==> src/rtl/core/lpf_pkg.sv <==
// ----------------------------------------------------------------------------
// lpf_pkg
// Shared types, constants and helpers for the leapfrog particle update block.
// ----------------------------------------------------------------------------
package lpf_pkg;

    localparam int DATA_W    = 32;
    localparam int WIDE_W    = 64;
    localparam int TS_W      = 17;
    localparam int VS_W      = 19;
    localparam int BOX_W     = 31;
    localparam int KE_W      = 63;
    localparam int CFG_W     = 31;
    localparam int CFG_IDX_W = 2;
    localparam int MUL_W     = 33;
    localparam int PROD_W    = 2 * MUL_W;

    localparam logic [TS_W-1:0]  TS_RESET  = TS_W'(328);
    localparam logic [VS_W-1:0]  VS_RESET  = VS_W'(65536);
    localparam logic [BOX_W-1:0] BOX_RESET = BOX_W'(655360);
    localparam logic [KE_W-1:0]  KE_MAX    = '1;

    localparam logic OP_LOAD = 1'b0;
    localparam logic OP_STEP = 1'b1;

    typedef enum logic [CFG_IDX_W-1:0] {
        CFG_TIME_STEP = 2'd0,
        CFG_VEL_SCALE = 2'd1,
        CFG_BOX_LEN   = 2'd2
    } t_cfg_idx;

    typedef logic signed [DATA_W-1:0] t_word;
    typedef logic signed [WIDE_W-1:0] t_wide;
    typedef logic signed [MUL_W-1:0]  t_mul_op;
    typedef logic signed [PROD_W-1:0] t_prod;

    function automatic t_word sat32(input t_wide x);
        t_wide hi;
        t_wide lo;
        hi = 64'sh0000_0000_7FFF_FFFF;
        lo = 64'shFFFF_FFFF_8000_0000;
        if (x > hi) begin
            return 32'sh7FFF_FFFF;
        end else if (x < lo) begin
            return 32'sh8000_0000;
        end
        return x[DATA_W-1:0];
    endfunction

endpackage

==> src/rtl/core/lpf_mul.sv <==
// ----------------------------------------------------------------------------
// lpf_mul
// Shared signed 33x33 multiplier with registered product.
// ----------------------------------------------------------------------------
module lpf_mul (
    input  logic            i_clk,
    input  lpf_pkg::t_mul_op i_a,
    input  lpf_pkg::t_mul_op i_b,
    output lpf_pkg::t_prod   o_p
);
    lpf_pkg::t_prod r_p;

    always_ff @(posedge i_clk) begin
        r_p <= i_a * i_b;
    end

    assign o_p = r_p;
endmodule

==> config.mk <==
export PLATFORM = sky130hd
export DESIGN_NAME = lpf_mul
export DESIGN_NICKNAME = d
export VERILOG_FILES = /design/src/rtl/core/lpf_pkg.sv /design/src/rtl/core/lpf_mul.sv
export SDC_FILE = /design/constraint.sdc
export NUM_CORES = 2
export LEC_CHECK = 0
export BUFFER_PORTS_ARGS = -buffer_cell sky130_fd_sc_hd__buf_2
export CORE_MARGIN = 5
export CORE_UTILIZATION = 35
export CTS_BUF_LIST = sky130_fd_sc_hd__clkbuf_2
export DETAILED_ROUTE_END_ITERATION = 8
export GPL_TIMING_DRIVEN = 0
export SYNTH_ARGS = -nofsm -noshare
export SYNTH_HDL_FRONTEND = slang
export SYNTH_SLANG_ARGS = --single-unit
==> constraint.sdc <==
create_clock -name i_clk -period 14.1 [get_ports i_clk]
set_input_delay 1.41 -clock i_clk [delete_from_list [all_inputs] [get_ports i_clk]]
set_output_delay 1.41 -clock i_clk [all_outputs]
set_load 0.005 [all_outputs]
==> impl_metrics.py <==
metrics = {
    "run_status": {
        "outcome": "completed",
    },
    "clocking": {
        "cts_made_buffers": 9,
        "clk_pin_slew_ns": 0.22,
        "cts_tree": "built",
        "cts_root_buffer": "clkbuf_2",
        "cts_resized": 0,
        "cts_hold_buf": 0,
        "cts_buffer_depth": 2,
        "cts.sinks": 66,
        "htree_levels": 3,
        "post_cts_buffers": 0,
    },
    "timing": {
        "worst_pin_slew_ns": 1.26,
        "max_slew_margin_pct": 16.0,
        "finalCriticalPeriod_ns": 10.38,
        "slew_violations": 0,
        "rsz0062_at_grt": "no",
        "finalHoldViolations": 0,
        "fin_crit_sh_pct": 73.7,
        "final-setup-viol-count": 0,
        "final.setup.tns_ns": 0,
        "fmax_mhz": 96.3,
    },
    "yosys": {
        "async_flop_share_pct": 0,
        "synthTopCellsByCount": "fa_1, inv_1, and2_1, nand2_1, ha_1",
        "synth.net_count": 5767,
        "yosys_warnings": 0,
        "ys_top_cells_by_area": "fa_1, inv_1, and2_1",
        "synth_top_area_share_pct": 56.3,
        "seq_area_frac_synth_pct": 3.24,
        "synth_area_um2": 40700,
        "yosys_most_used_dff": "dfxtp_1",
        "avgSynthCellArea_um2": 9.39,
        "ys_ff_latch": 66,
        "yosysTopAreaCell": "fa_1",
        "netlist_instances": 4338,
        "ys_types": 80,
        "synthMostInstantiatedCell": "fa_1",
        "synth_edf_count": 0,
    },
    "critical_path": {
        "path_class": "input port to flip-flop",
        "crit_path_start_kind": "input port",
        "required_ns": 14.97,
        "worstPathArrival_ns": 11.25,
        "end_kind": "flip-flop",
        "cp-startpoint": "i_b[0]",
        "path_max_fanout": 17,
    },
    "floorplanning": {
        "num_rows": 125,
        "die_area_um2": 123000,
        "io_pins": 133,
        "start_util_pct": 35.1,
        "core_area_um2": 116000,
        "die_h_um": 351,
        "die_x_um": 351,
    },
    "min_path": {
        "min_from": "i_a[0]",
        "hold_path_class": "input port to flip-flop",
    },
    "layout": {
        "final_nets": 5911,
        "final_area_um2": 43500,
        "drive_gt1_share_pct": 4.41,
        "syn_to_final_growth_pct": 6.68,
        "largest_reg_flops": 66,
    },
    "route": {
        "viasPerCell": 5.11,
        "vias": 30813,
        "dr.pass1.iters": 6,
        "routed_wl_mm": 154,
        "drc": 0,
        "drt-initial-drc-count": 2727,
        "final_antenna_net_count": 0,
        "wl_per_cell_um": 25.6,
    },
    "grt": {
        "globalRouteOverflowTotal": 0,
        "grt_pass1_vias": 33354,
        "antenna_found_initial": 45,
        "grt_util_all_layers_pct": 25.9,
        "grt_max_degree": 27,
        "grt_pass1_wl_mm": 228,
    },
    "place": {
        "place_area_um2": 43300,
        "dp_hpwl_mm": 132,
        "place.port_buffers": 132,
        "routabilityCongestion": 1.04,
    },
    "flow_run": {
        "timing.max_cap.violations": 0,
    },
}
[routing by layer]
| layer | global-route usage [%] | vias up | share of wire (%) |
|---|---|---|---|
| met3 | 6.55 | 404 | 11 |
| met1 | 34.0 | 16114 | 39 |
| met4 | 13.0 | 16 | 6.3 |
| met5 | 0 | - | 0.063 |
| met2 | 39.9 | 1615 | 44 |
| li1 | - | 12664 | - |
[per-stage QoR]
step	hold slack (ns)	utilization [%]	worst slack (ns)	instances
after CTS	0.830	37.4	3.76	6010
after global placement	1.79	37.4	2.68	5994
after global routing	0.883	37.5	3.40	6013
after floorplan	1.54	-	5.45	4338
final	0.995	37.5	3.72	6030
after detailed placement	1.79	37.4	2.68	5994
[final timing paths]
kind                   to  cells after the start
setup / recovery  o_p[62]                     24
hold / removal     o_p[0]                      2
[critical path, stage by stage]
cell      delay, ns
buf_2          0.18
clkbuf_1       0.87
nand2_1        0.23
inv_1          0.20
fa_1           0.53
fa_1           0.65
fa_1           0.70
fa_1           1.27
fa_1           0.58
fa_1           0.53
fa_1           0.51
inv_1          0.05
fa_1           0.48
inv_1          0.05
ha_1           0.26
clkbuf_1       0.21
and3_1         0.24
nand3_1        0.15
nand2b_1       0.45
nor2_1         0.30
a211oi_4       0.72
a21o_2         0.32
a211oi_2       0.09
a211oi_2       0.21
[kinds of logic (layout without fill, tap and decap cells)]
family / count (synthesis) / in the layout / share of synthesized area (%)
XOR/XNOR: 68 / 68 / 1.46
buffers and inverters: 1352 / 1501 / 12.5
adder cells (fa/ha/maj): 1362 / 1362 / 62.9
other: 0 / 19 / 0
flip-flops: 66 / 66 / 3.24
AO/OA/AOI/OAI: 219 / 219 / 4.07
AND/OR/NAND/NOR: 1271 / 1271 / 15.8
[layout by cell type, fill, tap and decap left out, types with 11 or more instances in the layout]
master,Yosys,final
ha_1,217,217
diode_2,0,19
o21ai_0,25,25
fa_1,1145,1145
nand3_1,25,25
dfxtp_1,66,66
nand4_1,11,11
nand2_1,551,551
inv_1,1131,1131
nor2_1,68,68
buf_2,11,143
clkbuf_1,208,208
a21o_1,36,36
nand2b_1,12,12
and2_1,562,562
o21bai_1,11,11
xor2_1,25,25
a21oi_1,57,57
xnor2_1,43,43
[layout make-up]
type                    instances  area, um2
diodes                         19       47.5
clock buffers                   9       45.0
inverters                    1131       4250
fillers                     11963      72400
multi-input cells            2920      34300
well taps                    1524       1910
repair buffers                133        668
clock inverters                 7       53.8
flip-flops and latches         66       1320
plain buffers                 221        851
Power is left out: the tool's default activity adds up to more than one toggle a clock period on the data nets, which glitch-free logic cannot reach.
